[config.mk]
export PLATFORM = sky130hd
export DESIGN_NAME = uvs_cordic_cell
export DESIGN_NICKNAME = d
export VERILOG_FILES = /design/src/hdl/uvs_pkg.sv /design/src/hdl/uvs_cordic_cell.sv
export SDC_FILE = /design/constraint.sdc
export NUM_CORES = 1
export LEC_CHECK = 0
export BUFFER_PORTS_ARGS = -buffer_cell sky130_fd_sc_hd__buf_2
export CAP_MARGIN = 20
export CORE_ASPECT_RATIO = 0.8
export CORE_MARGIN = 2
export CORE_UTILIZATION = 45
export DETAILED_ROUTE_END_ITERATION = 12
export PLACE_DENSITY = 0.68
export SLEW_MARGIN = 20
export SYNTH_ARGS = -nofsm -noshare
export SYNTH_HDL_FRONTEND = slang
export SYNTH_SLANG_ARGS = --single-unit
[constraint.sdc]
create_clock -name clk -period 5.5 [get_ports clk]
set_clock_uncertainty 0.15 [all_clocks]
set_input_delay 0.55 -clock clk [delete_from_list [all_inputs] [get_ports clk]]
set_output_delay 0.55 -clock clk [all_outputs]
set_load 0.02 [all_outputs]
[src/hdl/uvs_pkg.sv]
// shared constants, types and the cordic arctangent table of the uv sphere vertex unit
package uvs_pkg;

    localparam int SEG_DEFAULT    = 256;
    localparam int CORDIC_DEFAULT = 16;
    localparam int ATAN_ENTRIES   = 24;

    localparam int CNT_W     = 9;
    localparam int RAD_W     = 16;
    localparam int POS_W     = 17;
    localparam int NORM_W    = 16;
    localparam int TEX_W     = 16;
    localparam int CFG_IDX_W = 2;
    localparam int CFG_DAT_W = 16;

    // cordic datapath widths, q2.30 values with headroom
    localparam int XY_W = 34;
    localparam int Z_W  = 33;

    localparam logic [30:0]           HALF_PI_Q30 = 31'd1686629713;
    localparam logic signed [XY_W-1:0] GAIN_Q30   = 34'sh26DD3B6A;

    typedef enum logic [CFG_IDX_W-1:0] {
        CFG_RADIUS = 2'd0,
        CFG_SLICES = 2'd1,
        CFG_STACKS = 2'd2
    } cfg_index_t;

    typedef struct packed {
        logic signed [XY_W-1:0] x;
        logic signed [XY_W-1:0] y;
        logic signed [Z_W-1:0]  z;
        logic [1:0]             quad;
    } cordic_t;

    // truncated q30 arctangent of 2^-idx
    function automatic logic [31:0] atan_q30(input int idx);
        logic [31:0] a;
        case (idx)
            0:       a = 32'h3243F6A8;
            1:       a = 32'h1DAC6705;
            2:       a = 32'h0FADBAFC;
            3:       a = 32'h07F56EA6;
            4:       a = 32'h03FEAB76;
            5:       a = 32'h01FFD55B;
            6:       a = 32'h00FFFAAA;
            7:       a = 32'h007FFF55;
            8:       a = 32'h003FFFEA;
            9:       a = 32'h001FFFFD;
            10:      a = 32'h000FFFFF;
            11:      a = 32'h0007FFFF;
            12:      a = 32'h0003FFFF;
            13:      a = 32'h0001FFFF;
            14:      a = 32'h0000FFFF;
            15:      a = 32'h00007FFF;
            16:      a = 32'h00003FFF;
            17:      a = 32'h00001FFF;
            18:      a = 32'h00000FFF;
            19:      a = 32'h000007FF;
            20:      a = 32'h000003FF;
            21:      a = 32'h000001FF;
            22:      a = 32'h000000FF;
            23:      a = 32'h0000007F;
            default: a = 32'h00000000;
        endcase
        return a;
    endfunction

endpackage

[src/hdl/uvs_cordic_cell.sv]
// one rotation-mode cordic iteration, registered
module uvs_cordic_cell #(
    parameter int IDX = 0
) (
    input  logic             clk,
    input  uvs_pkg::cordic_t d_in,
    output uvs_pkg::cordic_t d_out
);
    import uvs_pkg::*;

    localparam logic signed [Z_W-1:0] ANGLE = signed'({1'b0, atan_q30(IDX)});

    logic signed [XY_W-1:0] dx;
    logic signed [XY_W-1:0] dy;
    cordic_t                cell_next;
    cordic_t                cell_reg;

    always_comb
    begin
        dx        = d_in.y >>> IDX;
        dy        = d_in.x >>> IDX;
        cell_next = d_in;
        if (!d_in.z[Z_W-1])
        begin
            cell_next.x = d_in.x - dx;
            cell_next.y = d_in.y + dy;
            cell_next.z = d_in.z - ANGLE;
        end
        else
        begin
            cell_next.x = d_in.x + dx;
            cell_next.y = d_in.y - dy;
            cell_next.z = d_in.z + ANGLE;
        end
    end

    always_ff @(posedge clk)
    begin
        cell_reg <= cell_next;
    end

    assign d_out = cell_reg;
endmodule

==> results.txt, run 1 <==
----------------------------------------------------
[Floorplanning]
  Overall die height ... 132 um
  Std-Cell Core Area ... 0.0200 mm^2
  Die width ... 164 um
  Initial core utilization ... 0.462
  Top-level I/O count ... 207
  Die ar. ... roughly 0.022 mm^2
  Row cnt ... 46

[Finish]
  Count of inserted antenna diode cells ... 0
  Most frequent cells in the layout ... buf_2, a21oi_1, ha_1
  Fraction of final layout cells with drive strength greater than 1 ... 0.179
  Core utilization of the finished layout ... 0.535
  Layout net count ... around 1,600
  Area added between synthesis and finish ... 15.7%
  Max reg flops ... roughly 100
  Final std cell area, no fill ... 0.0107 mm^2
  Most common cell after layout, fill and taps aside ... buf_2

[Yosys]
  Sequential-to-total area share from yosys stat ... 0.220
  Number of enable flip-flop cells after synthesis ... 0
  Area fraction of the dominant cell type after synthesis ... 0.220
  Primary flip-flop cell chosen by synthesis mapping ... dfxtp_1
  Gate count of the mapped netlist ... 1,191
  Most area-hungry cell type in the Yosys netlist ... dfxtp_1
  Synth warnings ... 0
  Fraction of registers with async set/reset ... 0
  Number of distinct library cell variants in the gate-level netlist after synthesis ... 74
  Synthesized area ... 0.00926 mm^2
  Area contributors post-synth ... dfxtp_1, ha_1, a21oi_1
  Mean area per synthesized cell ... 7.78 um^2
  Syn_nets ... 1,426
  Number of synthesized register bits ... 102

[Place]
  Gp weighted congestion ... 1.03
  Buffers on Ports ... slightly above 200
  Placement Cell Area ... 0.0104 mm^2
  Sum of net half-perimeters after detailed placement ... roughly 23,000 um

[GRT]
  Largest net degree at the start of global routing ... between 70 and 80
  First-pass GRT wire length ... approximately 44,000 um
  Antenna violations before repair ... 0
  Total global routing track utilization ... 0.253
  Final global-route overflow total ... 0
  Via count of the first global-routing pass ... 8,545

[Timing]
  Number of max-slew violations in the final report ... 0
  Achievable Freq ... 0.276 GHz
  Total negative slack ... 0 ps
  Post-layout minimum cycle time ... 3620 ps
  Final setup fails ... 0
  Setup repair after global routing missed its margin ... no
  Slew Limit Headroom ... 0.393
  Final hold violation count ... 0
  Pin slew with the least headroom to its limit ... 902 ps
  Final critical-path share of the clock period ... 0.658

[Setup path]
  Largest fanout of any net on the critical path ... 12
  Startpoint types ... input port
  Worst EP required ... 5600 ps
  Data arrival time of the critical path ... 3720 ps
  Startpoint-to-endpoint class of the critical path ... in2reg
  Endpoint kind of the worst setup timing path ... flop

[Detailed routing]
  Wire length after detailed routing ... 28,500 um
  Drt first pass iters ... 6
  DRC violations left ... 0
  Via-to-Cell Ratio ... 5.72
  Total via count after detailed routing ... 9,326
  Wirelength per Cell ... 17.5 um
  Number of nets with antenna violations after detailed routing ... 0
  Starting DRT DRC Count ... 1,001

[Power and ir drop]
  Leakage power total ... approximately 5.2 nW
  Cell area power density ... 273 mW/mm^2
  Maximum vdd ir drop ... between 0.00015 and 0.0002 V

[Hold path]
  Class of the worst hold path ... in2reg

[CTS]
  Clock root buffer ... clkbuf_16
  H-tree depth ... 3
  CTS tree ... built
  CTS resizes ... 0
  Hold-fix buffers at CTS ... 0
  Number of CTS-inserted buffers ... 9
  Clock edge transition at the registers on the reported setup and hold paths ... 80 ps
  Sink count of the clock tree ... 102
  Post-CTS Setup Bufs ... 0
  Maximum clock path buffer count ... 2

[Run status]
  Run status ... finished, final reports clean

[Run]
  Max-cap check violation count ... 0

----------------------------------------------------
## synthesized netlist by cell type, drive strengths merged, types with 12 or more instances
master and count:
nor2b 19, clkbuf 28, nand3 17, buf 23
nor2 101, nand2 63, a211oi 17, o31ai 14
ha 127, xnor2 75, nor3 21, nand4 12
a21o 38, a21oi 137, a31oi 22, o21bai 16
o21a 16, inv 110, nand2b 13, o21ai 74
xor2 17, dfxtp 102
## path summary, 6_finish.rpt
path | depth (start not counted) | endpoint | from
worst max-delay path | 12 | d_out[54] | d_in[47]
worst min-delay path | 1 | d_out[2] | d_in[2]
## worst max-delay path, stage by stage
cell and delay [ps]:
buf_2 100, inv_1 40, ha_1 460, or4_1 630
nand2b_1 220, a211oi_4 250, nor3_1 140, o31ai_1 590
a21oi_1 160, o21ba_2 240, a21bo_1 200, xnor2_1 130
## kinds of logic (layout without fill, tap and decap cells)
kind of cell               Yosys count  in the layout  synth area share
AOI/OAI and AO/OA                  408            408             0.285
xor gates and xnor gates            92             92            0.0870
adders and majority gates          131            131             0.180
buffers and inverters              162            336            0.0689
DFF                                102            102             0.220
muxes                               11             11            0.0119
and+or+nand+nor                    285            285             0.146
## where the power goes
part | internal [mW] | switching (mW)
clock | 0.320 | 0.331
combinational | 0.475 | 0.841
sequential | 0.906 | 0.0484
total | 1.70 | 1.22
## metal layers
| layer | share of wire | routed length (um) | vias up | global-route usage |
|---|---|---|---|---|
| li1 | - | - | 4547 | - |
| met1 | 0.48 | 13600 | 4293 | 0.376 |
| met2 | 0.42 | 11900 | 453 | 0.376 |
| met3 | 0.091 | 2590 | 33 | 0.0488 |
| met4 | 0.016 | 446 | 0 | 0.0551 |
| met5 | 0 | 0 | - | 0 |
## metrics by stage
stage | worst slack (ps) | power, mW | hold slack, ps | std cells
detailed placement | 1600 | 2.27 | 504 | 1613
finish | 1880 | 2.92 | 141 | 1629
global placement | 1540 | 2.26 | 504 | 1613
floorplan | 1880 | 1.85 | 428 | 1191
global route | 1540 | 3.10 | 122 | 1629
CTS | 1970 | 2.93 | 124 | 1629
## layout make-up
class	count	area (um^2)
Multi-Input combinational cell	927	6580
Sequential cell	102	2040
Inverter	111	417
Tap cell	264	330
Fill cell	1960	9310
Clock buffer	9	225
Timing Repair Buffer	209	1050
Clock inverter	7	68.8
Power figures use the tool's default switching activity.
==> run 2, diff against run 1 <==
clock period = 3.7 ns   (was 5.5 ns; I/O delays follow)
==> run 2 against run 1 <==
Effect of this change: global-route usage up 0.51 points; via count up 0.12%; critical endpoint is now d_out[61]; clock power rose by 54%; final area is 3.2% higher; critical path depth grew 1.
==> results.txt, run 2 (synthesized netlist as in run 1, its figures left out) <==
----------------------------------------------------
[GRT]
  Antenna violations before repair ... 0 (unchanged)
  Via count of the first global-routing pass ... 8,581 (+0.42%)
  First-pass GRT wire length ... 44,900 um (+1.1%)
  Final global-route overflow total ... 0 (unchanged)
  Largest net degree at the start of global routing ... 46 (-40%)
  Total global routing track utilization ... 0.258 (+0.00513)

[Detailed routing]
  Via-to-Cell Ratio ... 5.59 (-2.3%)
  Starting DRT DRC Count ... 1,011 (+1.0%)
  Number of nets with antenna violations after detailed routing ... 0 (unchanged)
  Total via count after detailed routing ... 9,337 (+0.12%)
  Drt first pass iters ... 7 (+1)
  Wire length after detailed routing ... 28,800 um (+1.0%)
  Wirelength per Cell ... 17.3 um (-1.4%)
  DRC violations left ... 0 (unchanged)

[Finish]
  Most common cell after layout, fill and taps aside ... buf_2
  Layout net count ... 1,636 (+2.6%)
  Final std cell area, no fill ... 0.0111 mm^2 (+3.2%)
  Count of inserted antenna diode cells ... 0 (unchanged)
  Max reg flops ... 102 (unchanged)
  Area added between synthesis and finish ... 19.4%
  Fraction of final layout cells with drive strength greater than 1 ... 0.199 (+0.0204)
  Most frequent cells in the layout ... buf_2, a21oi_1, ha_1
  Core utilization of the finished layout ... 0.552 (+0.0169)

[Setup path]
  Startpoint types ... input port
  Data arrival time of the critical path ... 3380 ps (-340 ps)
  Startpoint-to-endpoint class of the critical path ... in2reg
  Largest fanout of any net on the critical path ... 13 (+1)
  Endpoint kind of the worst setup timing path ... flop
  Worst EP required ... 3850 ps (-1750 ps)

[Power and ir drop]
  Maximum vdd ir drop ... 0.000316 V (+85%)
  Internal Pwr Total ... 2.59 mW (+52%)
  Leakage power total ... 5.39 nW (+3.9%)
  Cell area power density ... 401 mW/mm^2 (+47%)
  Flop pwr share ... 0.318 (-0.009)
  Logic gate share of total power ... 0.456 (+0.006)
  NetSw ... 1.84 mW (+51%)
  Share of total power in the clock network ... 0.226 (+0.003)
  Sw Share ... 0.416 (-0.00145)

[Run status]
  Run status ... finished, final reports clean

[Timing]
  Final hold violation count ... 0 (unchanged)
  Pin slew with the least headroom to its limit ... 780 ps (-122 ps)
  Final setup fails ... 0 (unchanged)
  Achievable Freq ... between 0.3 and 0.4 GHz
  Final critical-path share of the clock period ... 0.875
  Post-layout minimum cycle time ... 3240 ps
  Slew Limit Headroom ... 0.475 (+0.0826)
  Worst hold slack across all endpoints ... 70.7 ps (-70.3 ps)
  Total negative slack ... 0 ps (unchanged)
  Setup repair after global routing missed its margin ... no
  Number of max-slew violations in the final report ... 0 (unchanged)

[CTS]
  Clock root buffer ... clkbuf_16
  Number of CTS-inserted buffers ... 9 (unchanged)
  Post-CTS Setup Bufs ... 0 (unchanged)
  Clock edge transition at the registers on the reported setup and hold paths ... 90 ps (about the same)
  Sink count of the clock tree ... 102 (unchanged)
  CTS tree ... built
  CTS resizes ... 0 (unchanged)
  H-tree depth ... 3 (unchanged)
  Maximum clock path buffer count ... 2 (unchanged)
  Hold-fix buffers at CTS ... 5 (+5)

[Floorplanning]
  Row cnt ... 46 (unchanged)
  Die ar. ... 0.0218 mm^2 (unchanged)
  Top-level I/O count ... 207 (unchanged)
  Overall die height ... 132 um (unchanged)
  Initial core utilization ... 0.462 (unchanged)
  Die width ... 164 um (unchanged)
  Std-Cell Core Area ... 0.0200 mm^2 (unchanged)

[Run]
  Max-cap check violation count ... 0 (unchanged)

[Hold path]
  Capture endpoint of the worst hold path ... d_out[5]
  Class of the worst hold path ... in2reg
  Worst hold path startpoint ... d_in[5]
  Cell depth of the worst min-delay path ... 2 (+1)

[Place]
  Gp weighted congestion ... 0.937 (-8.8%)
  Buffers on Ports ... 206 (unchanged)
  Sum of net half-perimeters after detailed placement ... 23,100 um (+2.0%)
  Placement Cell Area ... 0.0107 mm^2 (+2.6%)

----------------------------------------------------
## run 2: metrics by stage
step | instances | power (mW) | setup WS [ps]
after floorplan | 1191 | 2.75 | 259
after global placement | 1649 | 3.41 | 204
after CTS | 1670 | 4.44 | 462
after detailed placement | 1649 | 3.42 | 172
final | 1670 | 4.43 | 464
after global routing | 1670 | 4.69 | 96.2
## run 2: area by class of cell
class                   instances  area, um^2
clock buffers                   9         225
clock inverters                 7        86.3
fillers                      1969        8970
inverters                     111         417
multi-input cells             927        6580
flip-flops and latches        102        2040
well taps                     264         330
repair buffers                250        1370
## run 2: power by group through the flow
stage | registers, mW | clock network [mW] | logic, mW
2_1_floorplan | 1.76 | 0 | 0.996
3_3_place_gp | 1.43 | 0 | 1.98
3_5_place_dp | 1.43 | 0 | 1.99
4_1_cts | 1.41 | 1.02 | 2.01
5_1_grt | 1.43 | 1.07 | 2.19
6_report | 1.41 | 1.00 | 2.02
## run 2: critical path, cell delays in order
cell and delay, ps:
buf_2 100, inv_1 40, ha_1 530, nand4_1 290, nor3_1 230, a2111oi_0 140
buf_4 170, o311ai_0 470, a31oi_1 210, o211a_1 320, o211a_1 230, a21oi_1 140
xor2_1 160
## run 2: layer usage
layer,GRT usage,part of all wire,vias to the layer above
met2,0.391,0.42,434
met5,0,0,-
li1,-,-,4624
met4,0.0517,0.012,0
met3,0.0472,0.089,26
met1,0.380,0.47,4253
## run 2: how the worst max path moves through the flow
stage                        start        end  slack (ps)  depth (start not counted)
after global routing      d_in[41]  d_out[61]         100                         13
final                     d_in[41]  d_out[61]         460                         13
after floorplan           d_in[34]  d_out[32]         260                         13
after detailed placement  d_in[41]  d_out[61]         170                         13
after CTS                 d_in[41]  d_out[61]         460                         13
after global placement    d_in[41]  d_out[67]         200                         12
==> run 3, diff against run 2 <==
GPL_TIMING_DRIVEN = 0   (was not set)
RECOVER_POWER = 50   (was not set)
==> run 3 against run 2 <==
Effect of this change: worst setup slack worse by 230 ps; count of clock-buffer cells in the layout stayed put; first-iteration DRC count is 1.8% higher; sequential power hardly changed; power is 1.5% lower; wire length is 6.4% higher; sequential cell count stayed put; clock power hardly changed; combinational power is 3% lower.
==> results.txt, run 3 (synthesized netlist as in run 1, its figures left out) <==
----------------------------------------------------
[Floorplanning]
  Std-Cell Core Area ... 0.0200 mm^2 (unchanged)
  Die width ... 164 um (unchanged)
  Die ar. ... 0.0218 mm^2 (unchanged)
  Overall die height ... 132 um (unchanged)
  Top-level I/O count ... 207 (unchanged)
  Row cnt ... 46 (unchanged)
  Initial core utilization ... 0.462 (unchanged)

[Run status]
  Run status ... finished, final reports clean

[Finish]
  Max reg flops ... 102 (unchanged)
  Most frequent cells in the layout ... a21oi_1, ha_1, clkbuf_1
  Core utilization of the finished layout ... 0.543 (-0.00931)
  Count of inserted antenna diode cells ... 0 (unchanged)
  Area taken by flip-flops and latches ... 0.00204 mm^2 (unchanged)
  Filler Cells Inserted ... 2,011 (+2.1%)
  Footprint of the multi-input gates ... 0.00659 mm^2 (+0.11%)
  Most common cell after layout, fill and taps aside ... a21oi_1
  Layout net count ... 1,647 (+0.67%)
  Final std cell area, no fill ... 0.0109 mm^2 (-1.7%)
  Fin cells ... 1,681 (+0.66%)
  Fraction of final layout cells with drive strength greater than 1 ... 0.114 (-0.0855)
  Area added between synthesis and finish ... 17.4%

[Timing]
  Achievable Freq ... 0.288 GHz (-6.7%)
  Setup repair after global routing missed its margin ... no
  Post-layout minimum cycle time ... 3470 ps (+232 ps)
  Final setup fails ... 0 (unchanged)
  Pin slew with the least headroom to its limit ... 1110 ps (+330 ps)
  Final critical-path share of the clock period ... 0.937 (+0.0628)
  Final hold violation count ... 0 (unchanged)
  Number of max-slew violations in the final report ... 0 (unchanged)
  Worst hold slack across all endpoints ... 110 ps (+39.1 ps)
  Slew Limit Headroom ... 0.253 (-0.223)

[Detailed routing]
  Total via count after detailed routing ... 9,658 (+3.4%)
  Number of nets with antenna violations after detailed routing ... 0 (unchanged)
  Drt first pass iters ... 5 (-2)
  DRC violations left ... 0 (unchanged)
  Wire length after detailed routing ... 30,600 um (+6.4%)
  Starting DRT DRC Count ... 1,029 (+1.8%)
  Wirelength per Cell ... 18.2 um (+5.7%)
  Via-to-Cell Ratio ... 5.75 (+2.8%)

[Run]
  Max-cap check violation count ... 0 (unchanged)

[Power and ir drop]
  Total power ... 4.36 mW (-1.5%)
  Cell area power density ... 401 mW/mm^2 (+0.18%)
  Maximum vdd ir drop ... 0.000238 V (-25%)
  Leakage power total ... 5.05 nW (-6.4%)

[GRT]
  Total global routing track utilization ... 0.271 (+0.0135)
  Antenna violations before repair ... 0 (unchanged)
  Met3 routing resource usage after global routing ... 0.0494 (+0.00220)
  Met1 Use GR ... 0.404 (+0.0236)
  First-pass GRT wire length ... 46,600 um (+3.8%)
  Final global-route overflow total ... 0 (unchanged)
  GRT Max-Usage Layer ... met1
  Via count of the first global-routing pass ... 8,673 (+1.1%)
  Largest net degree at the start of global routing ... 34 (-26%)
  Met2 capacity usage during global routing ... 0.404 (+0.0132)

[Place]
  Buffers on Ports ... 206 (unchanged)
  Placed insts ... 1,661 (+0.73%)
  Placement Cell Area ... 0.0106 mm^2 (-0.66%)
  Gp weighted congestion ... 1.01 (+7.6%)
  Sum of net half-perimeters after detailed placement ... 24,600 um (+6.4%)

[CTS]
  Number of CTS-inserted buffers ... 9 (unchanged)
  Clock root buffer ... clkbuf_16
  CTS tree ... built
  Maximum clock path buffer count ... 2 (unchanged)
  Clock edge transition at the registers on the reported setup and hold paths ... 80 ps (about the same)
  H-tree depth ... 3 (unchanged)
  Post-CTS Setup Bufs ... 0 (unchanged)
  Sink count of the clock tree ... 102 (unchanged)

[Setup path]
  Data arrival time of the critical path ... 3560 ps (+180 ps)
  Startpoint-to-endpoint class of the critical path ... in2reg
  Largest fanout of any net on the critical path ... 10 (-3)
  Endpoint kind of the worst setup timing path ... flop
  Startpoint types ... input port
  Worst EP required ... 3790 ps (-60 ps)

[Hold path]
  Class of the worst hold path ... in2reg

----------------------------------------------------
[run 3: cell count changes in the layout (fill, tap and decap cells not counted), sizes merged]
cell / change
clkbuf: +124
clkinvlp: +1
buf: -113
inv: +1
clkinv: -2
[run 3: through the flow]
step / TNS, ps / setup slack (ps)
3_3_place_gp: -14850 / -1090
3_5_place_dp: -7640 / -743
2_1_floorplan: 0 / 259
4_1_cts: 0 / 110
5_1_grt: 0 / 31.9
6_report: 0 / 232
[run 3: timing repair]
action                                  in CTS  in global routing
hold endpoints to repair                     5                  0
resized for setup                            0                  4
endpoints found under the setup margin       9                  7
hold buffers                                 5                  0
pin swaps                                    0                  0
[run 3: path summary, 6_finish.rpt]
path	cells past startpoint	end	start	slack [ps]
worst max-delay path	13	d_out[61]	d_in[43]	230
worst min-delay path	2	d_out[5]	d_in[5]	110
[run 3: critical path: stages]
cell       delay, ps
buf_2            100
inv_1             40
ha_1             350
buf_2            220
a21oi_1          280
a21oi_1          110
a2111oi_1        740
o311ai_0         310
a31oi_1          320
o211a_1          310
o211a_1          170
a21oi_1           50
xor2_1           170
[run 3: cell type report]
class / instances / area share
clock buffers: 9 / 0.0207
multi-input cells: 927 / 0.606
repair buffers: 211 / 0.0886
well taps: 264 / 0.0304
flip-flops and latches: 102 / 0.188
plain buffers: 50 / 0.0200
clock inverters: 7 / 0.00783
inverters: 111 / 0.0383
[run 3: report_power, final]
part | switching (mW) | total (mW) | internal (mW) | leakage [nW]
logic | 1.29 | 1.95 | 0.657 | 4.04
clock network | 0.518 | 1.00 | 0.484 | 0.147
registers | 0.0684 | 1.42 | 1.35 | 0.861
total | 1.88 | 4.36 | 2.49 | 5.05
[run 3: routing by layer]
| layer | up-vias | wire length (um) |
|---|---|---|
| met5 | - | 0 |
| met4 | 0 | 427 |
| met3 | 32 | 3070 |
| met2 | 508 | 12900 |
| met1 | 4471 | 14300 |
| li1 | 4647 | - |
